### src/rtl/smbht_pkg.sv
// ----------------------------------------------------------------------------
// SMBus host sequencer package
// Shared types, codes and tables for the transaction sequencer.
// ----------------------------------------------------------------------------
package smbht_pkg;

  localparam logic [1:0] FN_REQ    = 2'd0;
  localparam logic [1:0] FN_CPL    = 2'd1;
  localparam logic [1:0] FN_PAY    = 2'd2;
  localparam logic [1:0] FN_UNUSED = 2'd3;

  localparam logic [1:0] OK_OP   = 2'd0;
  localparam logic [1:0] OK_PREQ = 2'd1;
  localparam logic [1:0] OK_RX   = 2'd2;
  localparam logic [1:0] OK_DONE = 2'd3;

  localparam logic [2:0] OP_START  = 3'd0;
  localparam logic [2:0] OP_RSTART = 3'd1;
  localparam logic [2:0] OP_SEND   = 3'd2;
  localparam logic [2:0] OP_RACK   = 3'd3;
  localparam logic [2:0] OP_RNACK  = 3'd4;
  localparam logic [2:0] OP_STOP   = 3'd5;

  localparam logic [4:0] ST_START   = 5'd1;
  localparam logic [4:0] ST_RSTART  = 5'd2;
  localparam logic [4:0] ST_ADDRW   = 5'd3;
  localparam logic [4:0] ST_DATA_TX = 5'd5;
  localparam logic [4:0] ST_ADDRR   = 5'd8;
  localparam logic [4:0] ST_RX_ACK  = 5'd10;
  localparam logic [4:0] ST_RX_NACK = 5'd11;

  localparam logic [3:0] K_QUICK  = 4'd0;
  localparam logic [3:0] K_SEND   = 4'd1;
  localparam logic [3:0] K_RECV   = 4'd2;
  localparam logic [3:0] KW_BYTE  = 4'd3;
  localparam logic [3:0] KW_WORD  = 4'd4;
  localparam logic [3:0] KR_BYTE  = 4'd5;
  localparam logic [3:0] KR_WORD  = 4'd6;
  localparam logic [3:0] K_PCALL  = 4'd7;
  localparam logic [3:0] K_BLKW   = 4'd8;
  localparam logic [3:0] K_BLKR   = 4'd9;
  localparam logic [3:0] K_BLKPC  = 4'd10;
  localparam logic [3:0] K_WR32   = 4'd11;
  localparam logic [3:0] K_RD32   = 4'd12;
  localparam logic [3:0] K_WR64   = 4'd13;
  localparam logic [3:0] K_RD64   = 4'd14;
  localparam logic [3:0] K_UNUSED = 4'd15;

  typedef enum logic [11:0] {
    PH_IDLE    = 12'b000000000001,
    PH_START   = 12'b000000000010,
    PH_ADDRW   = 12'b000000000100,
    PH_CMD     = 12'b000000001000,
    PH_WDATA   = 12'b000000010000,
    PH_WCOUNT  = 12'b000000100000,
    PH_PAYREQ  = 12'b000001000000,
    PH_PAYLOAD = 12'b000010000000,
    PH_RSTART  = 12'b000100000000,
    PH_ADDRR   = 12'b001000000000,
    PH_RLEN    = 12'b010000000000,
    PH_RDATA   = 12'b100000000000
  } phase_t;

  typedef struct packed {
    logic [1:0]  func;
    logic [3:0]  kind;
    logic [6:0]  dev_addr;
    logic [7:0]  command;
    logic [63:0] write_value;
    logic [7:0]  write_count;
    logic [4:0]  phy_status;
    logic [7:0]  phy_rx_byte;
    logic [7:0]  payload_byte;
  } in_item_t;

  typedef struct packed {
    logic [1:0]  out_kind;
    logic [2:0]  phy_op;
    logic [7:0]  tx_byte;
    logic [7:0]  rx_index;
    logic [7:0]  rx_data;
    logic        done_error;
    logic [4:0]  error_status;
    logic [63:0] read_value;
    logic [7:0]  rx_count;
    logic        last_result;
  } out_item_t;

  // Up to three results per input item
  typedef struct packed {
    logic [1:0] cnt;
    out_item_t  r0;
    out_item_t  r1;
    out_item_t  r2;
  } res_set_t;

  function automatic logic [3:0] wr_bytes(input logic [3:0] k);
    unique case (k) inside
      K_SEND, KW_BYTE:  wr_bytes = 4'd1;
      KW_WORD, K_PCALL: wr_bytes = 4'd2;
      K_WR32:           wr_bytes = 4'd4;
      K_WR64:           wr_bytes = 4'd8;
      default:          wr_bytes = 4'd0;
    endcase
  endfunction

  function automatic logic [3:0] rd_bytes(input logic [3:0] k);
    unique case (k) inside
      K_RECV, KR_BYTE:  rd_bytes = 4'd1;
      KR_WORD, K_PCALL: rd_bytes = 4'd2;
      K_RD32:           rd_bytes = 4'd4;
      K_RD64:           rd_bytes = 4'd8;
      default:          rd_bytes = 4'd0;
    endcase
  endfunction

endpackage

### src/rtl/smbht_core.sv
// ----------------------------------------------------------------------------
// SMBus host sequencer core
// Transaction state and per-item next-state / result logic.
// ----------------------------------------------------------------------------
module smbht_core (
  input  logic                clk,
  input  logic                rst_n,
  input  logic                item_vld,
  input  smbht_pkg::in_item_t item,
  output smbht_pkg::res_set_t res
);

  smbht_pkg::phase_t phase_r, phase_nxt;
  logic [3:0]  kind_r, kind_nxt;
  logic [6:0]  addr_r, addr_nxt;
  logic [7:0]  cmd_r, cmd_nxt;
  logic [63:0] val_r, val_nxt;
  logic [7:0]  scnt_r, scnt_nxt;
  logic [7:0]  bcnt_r, bcnt_nxt;
  logic [7:0]  rlen_r, rlen_nxt;
  logic [63:0] acc_r, acc_nxt;
  logic [4:0]  exp_r, exp_nxt;

  always_ff @(posedge clk) begin
    if (!rst_n) begin
      phase_r <= smbht_pkg::PH_IDLE;
      kind_r  <= '0;
      addr_r  <= '0;
      cmd_r   <= '0;
      val_r   <= '0;
      scnt_r  <= '0;
      bcnt_r  <= '0;
      rlen_r  <= '0;
      acc_r   <= '0;
      exp_r   <= '0;
    end else if (item_vld) begin
      phase_r <= phase_nxt;
      kind_r  <= kind_nxt;
      addr_r  <= addr_nxt;
      cmd_r   <= cmd_nxt;
      val_r   <= val_nxt;
      scnt_r  <= scnt_nxt;
      bcnt_r  <= bcnt_nxt;
      rlen_r  <= rlen_nxt;
      acc_r   <= acc_nxt;
      exp_r   <= exp_nxt;
    end
  end

  logic blk_w, blk_r;
  assign blk_w = (kind_r == smbht_pkg::K_BLKW) || (kind_r == smbht_pkg::K_BLKPC);
  assign blk_r = (kind_r == smbht_pkg::K_BLKR) || (kind_r == smbht_pkg::K_BLKPC);

  logic [7:0] bcnt_inc;
  assign bcnt_inc = bcnt_r + 8'd1;

  always_comb begin
    smbht_pkg::out_item_t r [3];
    logic [1:0] n;
    logic       do_fin, do_aw, do_wd, do_pl, do_rx;
    logic [7:0] bc;
    logic [63:0] acc;
    logic [7:0]  rl;
    for (int i = 0; i < 3; i++) r[i] = '0;
    n = 2'd0;
    do_fin = 1'b0; do_aw = 1'b0; do_wd = 1'b0; do_pl = 1'b0; do_rx = 1'b0;
    bc  = bcnt_r;
    acc = acc_r;
    rl  = rlen_r;
    phase_nxt = phase_r;
    kind_nxt = kind_r; addr_nxt = addr_r; cmd_nxt = cmd_r; val_nxt = val_r;
    scnt_nxt = scnt_r; exp_nxt = exp_r;

    unique case (item.func)
      smbht_pkg::FN_REQ: begin
        if (phase_r == smbht_pkg::PH_IDLE && item.kind != smbht_pkg::K_UNUSED) begin
          kind_nxt = item.kind;
          addr_nxt = item.dev_addr;
          cmd_nxt  = item.command;
          val_nxt  = item.write_value;
          scnt_nxt = ((item.kind == smbht_pkg::K_BLKW) || (item.kind == smbht_pkg::K_BLKPC))
                     ? item.write_count : {4'd0, smbht_pkg::wr_bytes(item.kind)};
          bc  = '0;
          rl  = {4'd0, smbht_pkg::rd_bytes(item.kind)};
          acc = '0;
          r[0].phy_op = smbht_pkg::OP_START;
          n = 2'd1;
          phase_nxt = smbht_pkg::PH_START;
          exp_nxt = smbht_pkg::ST_START;
        end
      end
      smbht_pkg::FN_CPL: begin
        if (phase_r != smbht_pkg::PH_IDLE && phase_r != smbht_pkg::PH_PAYREQ) begin
          if (item.phy_status != exp_r) begin
            r[0].out_kind     = smbht_pkg::OK_DONE;
            r[0].done_error   = 1'b1;
            r[0].error_status = item.phy_status;
            n = 2'd1;
            phase_nxt = smbht_pkg::PH_IDLE;
            exp_nxt = '0;
          end else begin
            unique case (phase_r) inside
              smbht_pkg::PH_START: begin
                r[0].phy_op = smbht_pkg::OP_SEND;
                n = 2'd1;
                if (kind_r == smbht_pkg::K_RECV) begin
                  r[0].tx_byte = {addr_r, 1'b1};
                  phase_nxt = smbht_pkg::PH_ADDRR;
                  exp_nxt = smbht_pkg::ST_ADDRR;
                end else begin
                  r[0].tx_byte = {addr_r, 1'b0};
                  phase_nxt = smbht_pkg::PH_ADDRW;
                  exp_nxt = smbht_pkg::ST_ADDRW;
                end
              end
              smbht_pkg::PH_ADDRW: begin
                if (kind_r == smbht_pkg::K_QUICK) do_fin = 1'b1;
                else if (kind_r == smbht_pkg::K_SEND) do_wd = 1'b1;
                else begin
                  r[0].phy_op = smbht_pkg::OP_SEND;
                  r[0].tx_byte = cmd_r;
                  n = 2'd1;
                  phase_nxt = smbht_pkg::PH_CMD;
                  exp_nxt = smbht_pkg::ST_DATA_TX;
                end
              end
              smbht_pkg::PH_CMD: begin
                if (blk_w) begin
                  r[0].phy_op = smbht_pkg::OP_SEND;
                  r[0].tx_byte = scnt_r;
                  n = 2'd1;
                  phase_nxt = smbht_pkg::PH_WCOUNT;
                  exp_nxt = smbht_pkg::ST_DATA_TX;
                end else do_wd = 1'b1;
              end
              smbht_pkg::PH_WDATA: do_wd = 1'b1;
              smbht_pkg::PH_WCOUNT, smbht_pkg::PH_PAYLOAD: do_pl = 1'b1;
              smbht_pkg::PH_RSTART: begin
                r[0].phy_op = smbht_pkg::OP_SEND;
                r[0].tx_byte = {addr_r, 1'b1};
                n = 2'd1;
                phase_nxt = smbht_pkg::PH_ADDRR;
                exp_nxt = smbht_pkg::ST_ADDRR;
              end
              smbht_pkg::PH_ADDRR: begin
                bc = '0;
                acc = '0;
                if (blk_r) begin
                  r[0].phy_op = smbht_pkg::OP_RACK;
                  n = 2'd1;
                  phase_nxt = smbht_pkg::PH_RLEN;
                  exp_nxt = smbht_pkg::ST_RX_ACK;
                end else do_rx = 1'b1;
              end
              smbht_pkg::PH_RLEN: begin
                rl = item.phy_rx_byte;
                if (rl == 8'd0) do_fin = 1'b1;
                else do_rx = 1'b1;
              end
              smbht_pkg::PH_RDATA: begin
                if (blk_r) begin
                  r[0].out_kind = smbht_pkg::OK_RX;
                  r[0].rx_index = bcnt_r;
                  r[0].rx_data  = item.phy_rx_byte;
                  n = 2'd1;
                end else if (bcnt_r < 8'd8) begin
                  acc = acc_r | ({56'd0, item.phy_rx_byte} << {bcnt_r[2:0], 3'b000});
                end
                bc = bcnt_inc;
                if (bcnt_inc < rlen_r) do_rx = 1'b1;
                else do_fin = 1'b1;
              end
              default: ;
            endcase
          end
        end
      end
      smbht_pkg::FN_PAY: begin
        if (phase_r == smbht_pkg::PH_PAYREQ) begin
          bc = bcnt_inc;
          r[0].phy_op = smbht_pkg::OP_SEND;
          r[0].tx_byte = item.payload_byte;
          n = 2'd1;
          phase_nxt = smbht_pkg::PH_PAYLOAD;
          exp_nxt = smbht_pkg::ST_DATA_TX;
        end
      end
      default: ;
    endcase

    // write-data step: next fixed byte, else move on to the read or stop
    if (do_wd) begin
      if (bcnt_r < scnt_r && bcnt_r < 8'd8) begin
        r[0].phy_op = smbht_pkg::OP_SEND;
        r[0].tx_byte = val_r[{bcnt_r[2:0], 3'b000} +: 8];
        n = 2'd1;
        bc = bcnt_inc;
        phase_nxt = smbht_pkg::PH_WDATA;
        exp_nxt = smbht_pkg::ST_DATA_TX;
      end else do_aw = 1'b1;
    end
    if (do_pl) begin
      if (bcnt_r < scnt_r) begin
        r[0].out_kind = smbht_pkg::OK_PREQ;
        n = 2'd1;
        phase_nxt = smbht_pkg::PH_PAYREQ;
      end else do_aw = 1'b1;
    end
    if (do_aw) begin
      if (smbht_pkg::rd_bytes(kind_r) != 4'd0 || blk_r) begin
        r[0].phy_op = smbht_pkg::OP_RSTART;
        n = 2'd1;
        phase_nxt = smbht_pkg::PH_RSTART;
        exp_nxt = smbht_pkg::ST_RSTART;
      end else do_fin = 1'b1;
    end
    if (do_rx) begin
      r[n].phy_op = (bc + 8'd1 < rl) ? smbht_pkg::OP_RACK : smbht_pkg::OP_RNACK;
      exp_nxt = (bc + 8'd1 < rl) ? smbht_pkg::ST_RX_ACK : smbht_pkg::ST_RX_NACK;
      n = n + 2'd1;
      phase_nxt = smbht_pkg::PH_RDATA;
    end
    if (do_fin) begin
      r[n].phy_op = smbht_pkg::OP_STOP;
      r[n + 2'd1].out_kind = smbht_pkg::OK_DONE;
      if (!blk_r) r[n + 2'd1].read_value = acc;
      else r[n + 2'd1].rx_count = rl;
      n = n + 2'd2;
      phase_nxt = smbht_pkg::PH_IDLE;
      exp_nxt = '0;
    end
    if (n != 2'd0) r[n - 2'd1].last_result = 1'b1;

    bcnt_nxt = bc;
    acc_nxt  = acc;
    rlen_nxt = rl;
    res.cnt = n;
    res.r0 = r[0];
    res.r1 = r[1];
    res.r2 = r[2];
  end

endmodule

### src/rtl/smbht_outq.sv
// ----------------------------------------------------------------------------
// SMBus host sequencer result queue
// Holds one item's result set and hands results out one per transfer.
// ----------------------------------------------------------------------------
module smbht_outq (
  input  logic                 clk,
  input  logic                 rst_n,
  input  logic                 load,
  input  smbht_pkg::res_set_t  res,
  output logic                 empty_next,
  output logic                 out_valid,
  input  logic                 out_ready,
  output smbht_pkg::out_item_t out_data
);

  smbht_pkg::out_item_t slot_r [3];
  logic [1:0] cnt_r, pos_r;
  logic last_take;

  assign out_valid = (cnt_r != 2'd0);
  assign out_data  = slot_r[pos_r];
  assign last_take = out_valid && out_ready && (pos_r + 2'd1 == cnt_r);
  // free after this edge: either empty or handing out its last result
  assign empty_next = !out_valid || last_take;

  always_ff @(posedge clk) begin
    if (!rst_n) begin
      cnt_r <= '0;
      pos_r <= '0;
    end else if (load) begin
      cnt_r <= res.cnt;
      pos_r <= '0;
    end else if (last_take) begin
      cnt_r <= '0;
      pos_r <= '0;
    end else if (out_valid && out_ready) begin
      pos_r <= pos_r + 2'd1;
    end
  end

  always_ff @(posedge clk) begin
    if (load) begin
      slot_r[0] <= res.r0;
      slot_r[1] <= res.r1;
      slot_r[2] <= res.r2;
    end
  end

endmodule

### src/rtl/smbus_host_transaction_sequencer_unit.sv
// ----------------------------------------------------------------------------
// SMBus host transaction sequencer
// Results of an item appear in the cycle after its transfer. With out_ready
// high, throughput is one item per cycle while each item yields at most one
// result; an item with two or three results holds the input for that many
// output transfers (three-slot result register empties one result a cycle).
// Reset: synchronous active-low; phase idle, all transaction state cleared.
// ----------------------------------------------------------------------------
module smbus_host_transaction_sequencer_unit (
  input  logic                 clk,
  input  logic                 rst_n,
  input  logic                 in_valid,
  output logic                 in_ready,
  input  smbht_pkg::in_item_t  in_data,
  output logic                 out_valid,
  input  logic                 out_ready,
  output smbht_pkg::out_item_t out_data
);

  smbht_pkg::res_set_t res;
  logic acc_in;
  logic load;
  logic q_free;

  // The core evaluates the incoming item directly; the queue is the result
  // register. A new item is taken once the queue will be free this edge.
  assign in_ready = q_free;
  assign acc_in   = in_valid && in_ready;
  assign load     = acc_in && (res.cnt != 2'd0);

  smbht_core u_core (
    .clk      (clk),
    .rst_n    (rst_n),
    .item_vld (acc_in),
    .item     (in_data),
    .res      (res)
  );

  smbht_outq u_outq (
    .clk        (clk),
    .rst_n      (rst_n),
    .load       (load),
    .res        (res),
    .empty_next (q_free),
    .out_valid  (out_valid),
    .out_ready  (out_ready),
    .out_data   (out_data)
  );

  // No more than three results from one item; with three, the third is last
  a_cnt_max: assert property (@(posedge clk) disable iff (!rst_n)
    acc_in |-> (res.cnt != 2'd3 || res.r2.last_result))
    else $error("result count and last flag disagree");

  // A done result always closes the item's results
  a_done_last: assert property (@(posedge clk) disable iff (!rst_n)
    (out_valid && out_data.out_kind == smbht_pkg::OK_DONE) |-> out_data.last_result)
    else $error("done result not last");

  // Queue loaded only when free
  a_load_free: assert property (@(posedge clk) disable iff (!rst_n)
    load |-> q_free)
    else $error("result queue overrun");

endmodule
### config.mk
export PLATFORM = sky130hd
export DESIGN_NAME = smbus_host_transaction_sequencer_unit
export DESIGN_NICKNAME = d
export VERILOG_FILES = /design/src/rtl/smbht_pkg.sv /design/src/rtl/smbht_core.sv /design/src/rtl/smbht_outq.sv /design/src/rtl/smbus_host_transaction_sequencer_unit.sv
export SDC_FILE = /design/constraint.sdc
export NUM_CORES = 1
export LEC_CHECK = 0
export BUFFER_PORTS_ARGS = -buffer_cell sky130_fd_sc_hd__buf_2
export CAP_MARGIN = 20
export CORE_MARGIN = 3
export CORE_UTILIZATION = 41
export CTS_CLUSTER_SIZE = 24
export DETAILED_ROUTE_END_ITERATION = 10
export PLACE_DENSITY = 0.55
export SLEW_MARGIN = 20
export SYNTH_ARGS = -nofsm -noshare
export SYNTH_HDL_FRONTEND = slang
export SYNTH_HIERARCHICAL = 1
export SYNTH_SLANG_ARGS = --single-unit
### constraint.sdc
create_clock -name clk -period 12.4 [get_ports clk]
set_input_delay 0.62 -clock clk [delete_from_list [all_inputs] [get_ports clk]]
set_output_delay 0.62 -clock clk [all_outputs]
set_load 0.005 [all_outputs]
==> metrics.txt, run 1 <==
status complete, no violations; Hold WS 0.253 ns; Layout area overhead 12.5%; leading post-synthesis cells by instance count nand2_1 (391), edfxtp_1 (324), nor2_1 (296); Internal 2880 uW; final setup violating endpoints 0; Worst Path Required 12.61 ns; synth warn 6; minimum clock period 6.19 ns; Fillers 5,600; Logic pwr share 6.8%; Area contributors post-synth edfxtp_1 (39%), dfxtp_1 (16%), nand2_1 (5.9%); Static Leak 0.00909 uW; Seq cells post-synth about 520; clk root buf clkbuf_16; chip height ~250 um; layout cells sized above 1 14.9%; WL per Instance 21.0 um; Inst Count DP 3,327; maxcap violations 0; Sw Share between 20% and 30%; setup bufs post-CTS 0; initial antenna violation count 5; Cell variety after synth between 80 and 90; Synth async-reset ratio 0%; met2 wire length 33,000 um; Die ar. ~0.063 mm^2; cell mode on critical path and2_1; met1 WL about 33,000 um; later-pin clock latency in the skew report 0.61 ns; clk slew on worst S/H paths 0.06 ns; Layout Cells excl Fill 3,428; Final Hold Fails 0; Psw between 800 and 900 uW; final WL 71,900 um; largest net degree at the start of global routing 172; Slew Limit Fails 0; Core ar. 0.0594 mm^2; kind of critical path flip-flop to flip-flop; fin nets between 2,000 and 3,000; Final ANT Viol Nets 0; Largest stage delay, worst path around 0.96 ns; Primary FF master, synth edfxtp_1; CTS tree built; final instance area 0.0278 mm^2; Place WS 6.22 ns; most common cell in the netlist nand2_1; number of cell rows 89; crit end category flip-flop; dpl hpwl about 48,000 um; Worst Tran Pin Value between 1 and 1.5 ns; GP Congestion 0.924; DRT iter0 DRCs 1,491; crit-path cells and2_1 > and2_1 > xor2_1 > ha_1 > a2111oi_0 > inv_1 > o21a_1 > o31a_1 > a31oi_2 > xnor2_1 > o211a_4 > buf_4; synthesized cell area 0.0248 mm^2; Worst Path Buf+Inv 2; arrival time at the worst endpoint approximately 6.4 ns; Congestion Overflow GR 0; Die W ~250 um; cts bufs inserted 53; H-tree depth 2; RSZ-0062 raised after global routing no; Fin Setup TNS 0 ns; Total GRT Usage roughly 22%; Tcrit/Tclk final roughly half; Worst Skew 0.0261 ns; leading area contributor after synthesis edfxtp_1; Peak VDD IR 74.1 uV; first-pass GRT wire length 109,000 um; HP Class input pin to flip-flop; clock buffer depth 3; sequential share of the synthesized area a little over half; starting density of the core 41.7%; Post-route DRC 0; mean number of vias per cell 5.47; Clock power frac about 43%; Fmax approximately 160 MHz; Cell Pwr Density around 140 mW/mm^2; Worst path top cell family by delay compound AO/OA/AOI/OAI gates; slowest CP cell o211a_4; number of global-route vias before repair 17,900; worst setup margin about 6.2 ns; Clock Sinks 518; cts hold-fix bufs 0; Reg2Reg Setup Slack 6.21 ns; DR vias roughly 19,000; Post-Synthesis Cells 2,479; post-cts sizing count 0; routed wl met3 4450 um; normalized max-slew margin 27.3%; Area after DPL ~0.026 mm^2; highest metal used met5; Critical Path Fanout Max 80; Yosys top cell area share roughly 39%; Top Ports 228; EDFF count, synth 324; Avg Inst Size Synth 9.99 um^2; 1st-pass router iterations 6; power share of the sequential group 50.6%; port bufs between 200 and 250; nature of the critical path startpoint flip-flop
## final timing paths
path / startpoint / end / cells past startpoint
max: u_core/bcnt_r[0]$_SDFFE_PN0P_ / u_outq/slot_r[0][93]$_DFFE_PP_ / 12
min: in_data[90] / u_core/val_r[61]$_SDFFE_PN0P_ / 3
max reg2reg: u_core/bcnt_r[0]$_SDFFE_PN0P_ / u_outq/slot_r[0][93]$_DFFE_PP_ / 12
min reg2reg: u_core/val_r[37]$_SDFFE_PN0P_ / u_core/val_r[37]$_SDFFE_PN0P_ / 2
## layout make-up
class / instances / area, um^2 / share of cell area (%)
flip-flops and latches: 518 / 13600 / 48.9
multi-input cells: 1741 / 9990 / 35.9
clock buffers: 67 / 1450 / 5.22
repair buffers: 255 / 1360 / 4.89
well taps: 773 / 967 / 3.47
clock inverters: 33 / 288 / 1.03
inverters: 40 / 153 / 0.548
diodes: 1 / 2.50 / 0.00899
## cell usage in the layout (no fill, tap or decap), types with 23 or more instances in the layout
cell type / instances
nand2_1: 386
edfxtp_1: 324
nor2_1: 295
buf_2: 227
dfxtp_1: 191
a21oi_1: 170
o21ai_0: 131
mux2i_1: 119
nor3_1: 78
conb_1: 61
clkbuf_16: 56
nand3_1: 39
inv_1: 36
a22oi_1: 35
ha_1: 31
and2_1: 29
a31oi_1: 26
buf_4: 26
a211oi_1: 23
## registers in the layout, summed over array words and instances (netlist names), named ones only
signal          flops
u_core/rlen_r       8
u_core/cmd_r        8
u_outq/pos_r        2
u_core/kind_r       4
u_core/val_r       64
u_outq/cnt_r        2
u_core/bcnt_r       8
u_outq/slot_r     324
u_core/addr_r       7
u_core/scnt_r       8
u_core/phase_r     12
u_core/acc_r       64
u_core/exp_r        5
## cells by family (layout without fill, tap and decap cells)
kind of cell	Yosys count	in the layout	share of synthesized area, %
AO/OA/AOI/OAI	525	525	13.1
XOR/XNOR	24	24	0.849
adder cells (fa/ha/maj)	31	31	1.57
buffers and inverters	280	395	5.73
flip-flops	518	518	55.0
multiplexers	137	137	6.36
other	1	62	0.0151
AND/OR/NAND/NOR	963	963	17.4
## power by group through the flow
stage / clock network (uW) / logic, uW / registers [uW]
detailed placement: 0 / 253 / 1940
global placement: 0 / 252 / 1940
finish: 1600 / 255 / 1900
CTS: 1640 / 254 / 1900
global route: 1710 / 280 / 1910
floorplan: 0 / 169 / 1940
## layer usage
| metal | vias to the layer above | GRT usage [%] |
|---|---|---|
| li1 | 9006 | - |
| met1 | 9053 | 31.9 |
| met2 | 602 | 35.7 |
| met3 | 101 | 3.43 |
| met4 | 6 | 5.49 |
| met5 | - | 0 |
## tightest hold or removal path: cells and delay by family
kind	cells	cell delay [ns]
buf+inv	1	0.09
simple gates	1	0.05
compound gates	1	0.05
## through the flow
step           total power (uW)  utilization, %
3_3_place_gp               2190            44.0
6_report                   3760            46.9
4_1_cts                    3800            46.9
5_1_grt                    3900            46.9
2_1_floorplan              2110               -
3_5_place_dp               2190            44.0
Power figures use the tool's default switching activity.
==> run 2: changes to the inputs <==
==> constraint.sdc (replaced) <==
create_clock -name clk -period 5.75 [get_ports clk]
set_input_delay 0.2875 -clock clk [delete_from_list [all_inputs] [get_ports clk]]
set_output_delay 0.2875 -clock clk [all_outputs]
set_load 0.005 [all_outputs]
==> metrics.txt, run 2 (synthesis results as in run 1) <==
port bufs 227; max reg flops 324; Cell Pwr Density 289 mW/mm^2; normalized max-slew margin roughly a third; Die W 252 um; clk root buf clkbuf_16; Fmax a little under 200 MHz; Post-route DRC 0; arrival time at the worst endpoint approximately 5.5 ns; Tcrit/Tclk final 89.8%; largest net degree at the start of global routing 118; status complete, no violations; mean number of vias per cell 5.47; Layout area overhead 17.9%; final instance area 0.0292 mm^2; Area after DPL 0.0263 mm^2; Psw 1940 uW; maxcap violations 0; Die ar. roughly 0.063 mm^2; final setup violating endpoints 0; Final ANT Viol Nets 0; Sw Share 23.0%; Final Hold Fails 0; post-cts sizing count 0; kind of critical path flip-flop to flip-flop; slowest CP cell or4b_4; final WL 74,100 um; crit-path cells or4_1 > nor2_1 > and4_1 > or4b_4 > o21a_4 > o31ai_4 > nor4b_4 > and2b_1 > xnor2_1 > ha_1 > a21o_1 > a21o_1 > a21oi_1 > o21ai_0 > inv_1 > o31a_1 > a2bb2oi_2 > a32o_1; Critical Path Fanout Max 17; HP Class input pin to flip-flop; nature of the critical path startpoint flip-flop; cts hold-fix bufs 90; Internal 6490 uW; Most flops, register u_outq/slot_r; Static Leak between 0.009 and 0.01 uW; starting density of the core 41.7%; Peak VDD IR 213 uV; most common cell after layout, fill and taps aside nand2_1; clock buffer depth 3; setup bufs post-CTS 0; DR vias 19,382; Clock power frac 43.9%; Worst Path Required between 6 and 7 ns; first-pass GRT wire length 112,000 um; later-pin clock latency in the skew report between 0.6 and 0.7 ns; most frequent cells in the layout nand2_1 (390), edfxtp_1 (324), nor2_1 (295); RSZ-0062 raised after global routing no; Total GRT Usage a little under a quarter; initial antenna violation count 3; clk slew on worst S/H paths 0.06 ns; number of global-route vias before repair 18,526; Logic pwr share 7.4%; 1st-pass router iterations 5; Clock Sinks about 520; Top Registers u_outq/slot_r x324, u_core/acc_r x64, u_core/val_r x64; Congestion Overflow GR 0; Place WS between 0.6 and 0.7 ns; CTS tree built; Largest stage delay, worst path 0.65 ns; power share of the sequential group 48.6%; dpl hpwl 50,000 um; number of cell rows 89; Slew Limit Fails 0; cts bufs inserted 56; chip height 252 um; worst setup margin 0.584 ns; Worst Tran Pin Value 1.01 ns; fin nets 2,873; crit end category flip-flop; WL per Instance around 21 um; cell mode on critical path a21o_1; H-tree depth 2; GP Congestion 0.913; Core ar. 0.0594 mm^2; Top Ports 228; Worst Skew 0.0261 ns; layout cells sized above 1 15.6%; total power 8430 uW; DRT iter0 DRCs 1,659; minimum clock period 5.17 ns
run 2: power groups by stage:
| stage | sequential, uW | combinational [uW] | clock (uW) |
|---|---|---|---|
| after global placement | 4170 | 569 | 0 |
| final | 4100 | 627 | 3700 |
| after global routing | 4110 | 682 | 3930 |
| after floorplan | 4170 | 368 | 0 |
| after CTS | 4100 | 620 | 3790 |
| after detailed placement | 4180 | 572 | 0 |
run 2: metrics by stage:
stage,utilization (%),hold WS [ns],TNS (ns),std cells
2_1_floorplan,-,0.407,-0.00840,2539
3_3_place_gp,44.4,0.435,0,3348
3_5_place_dp,44.4,0.440,0,3348
4_1_cts,49.1,0.0144,0,3540
5_1_grt,49.2,0.0321,0,3541
6_report,49.2,0.0345,0,3542
run 2: critical path: cells and delay by family, from the launching register on:
| kind | cells | cell delay (ns) |
|---|---|---|
| adders and majority gates | 1 | 0.27 |
| and+or+nand+nor | 6 | 2.29 |
| DFF | 1 | 0.41 |
| xor gates and xnor gates | 1 | 0.13 |
| buffers and inverters | 1 | 0.08 |
| AOI/OAI and AO/OA | 9 | 1.71 |
run 2: final cells by class:
cell class              instances  area [um^2]
fillers                      5415        30200
flip-flops and latches        518        13600
multi-input cells            1741        10000
repair buffers                367         2520
clock buffers                  76         1590
well taps                     773          967
clock inverters                26          313
inverters                      40          153
diodes                          1         2.50
run 2: path summary, 6_finish.rpt:
| path | to | cells past startpoint | slack, ns | startpoint |
|---|---|---|---|---|
| worst max register to register | u_outq/slot_r[0][105]$_DFFE_PP_ | 18 | 0.58 | u_core/bcnt_r[4]$_SDFFE_PN0P_ |
| worst min-delay path | u_outq/slot_r[0][76]$_DFFE_PP_ | 2 | 0.03 | in_data[19] |
| worst max-delay path | u_outq/slot_r[0][105]$_DFFE_PP_ | 18 | 0.58 | u_core/bcnt_r[4]$_SDFFE_PN0P_ |
| worst min register to register | u_core/exp_r[4]$_SDFFE_PN0P_ | 2 | 0.45 | u_core/exp_r[4]$_SDFFE_PN0P_ |
run 2: metal layers:
metal	up-vias	GRT usage, %	wire length [um]
li1	9228	-	-
met1	9423	31.4	33100
met2	605	37.6	34900
met3	122	3.94	4340
met4	4	6.17	1810
met5	-	0	18
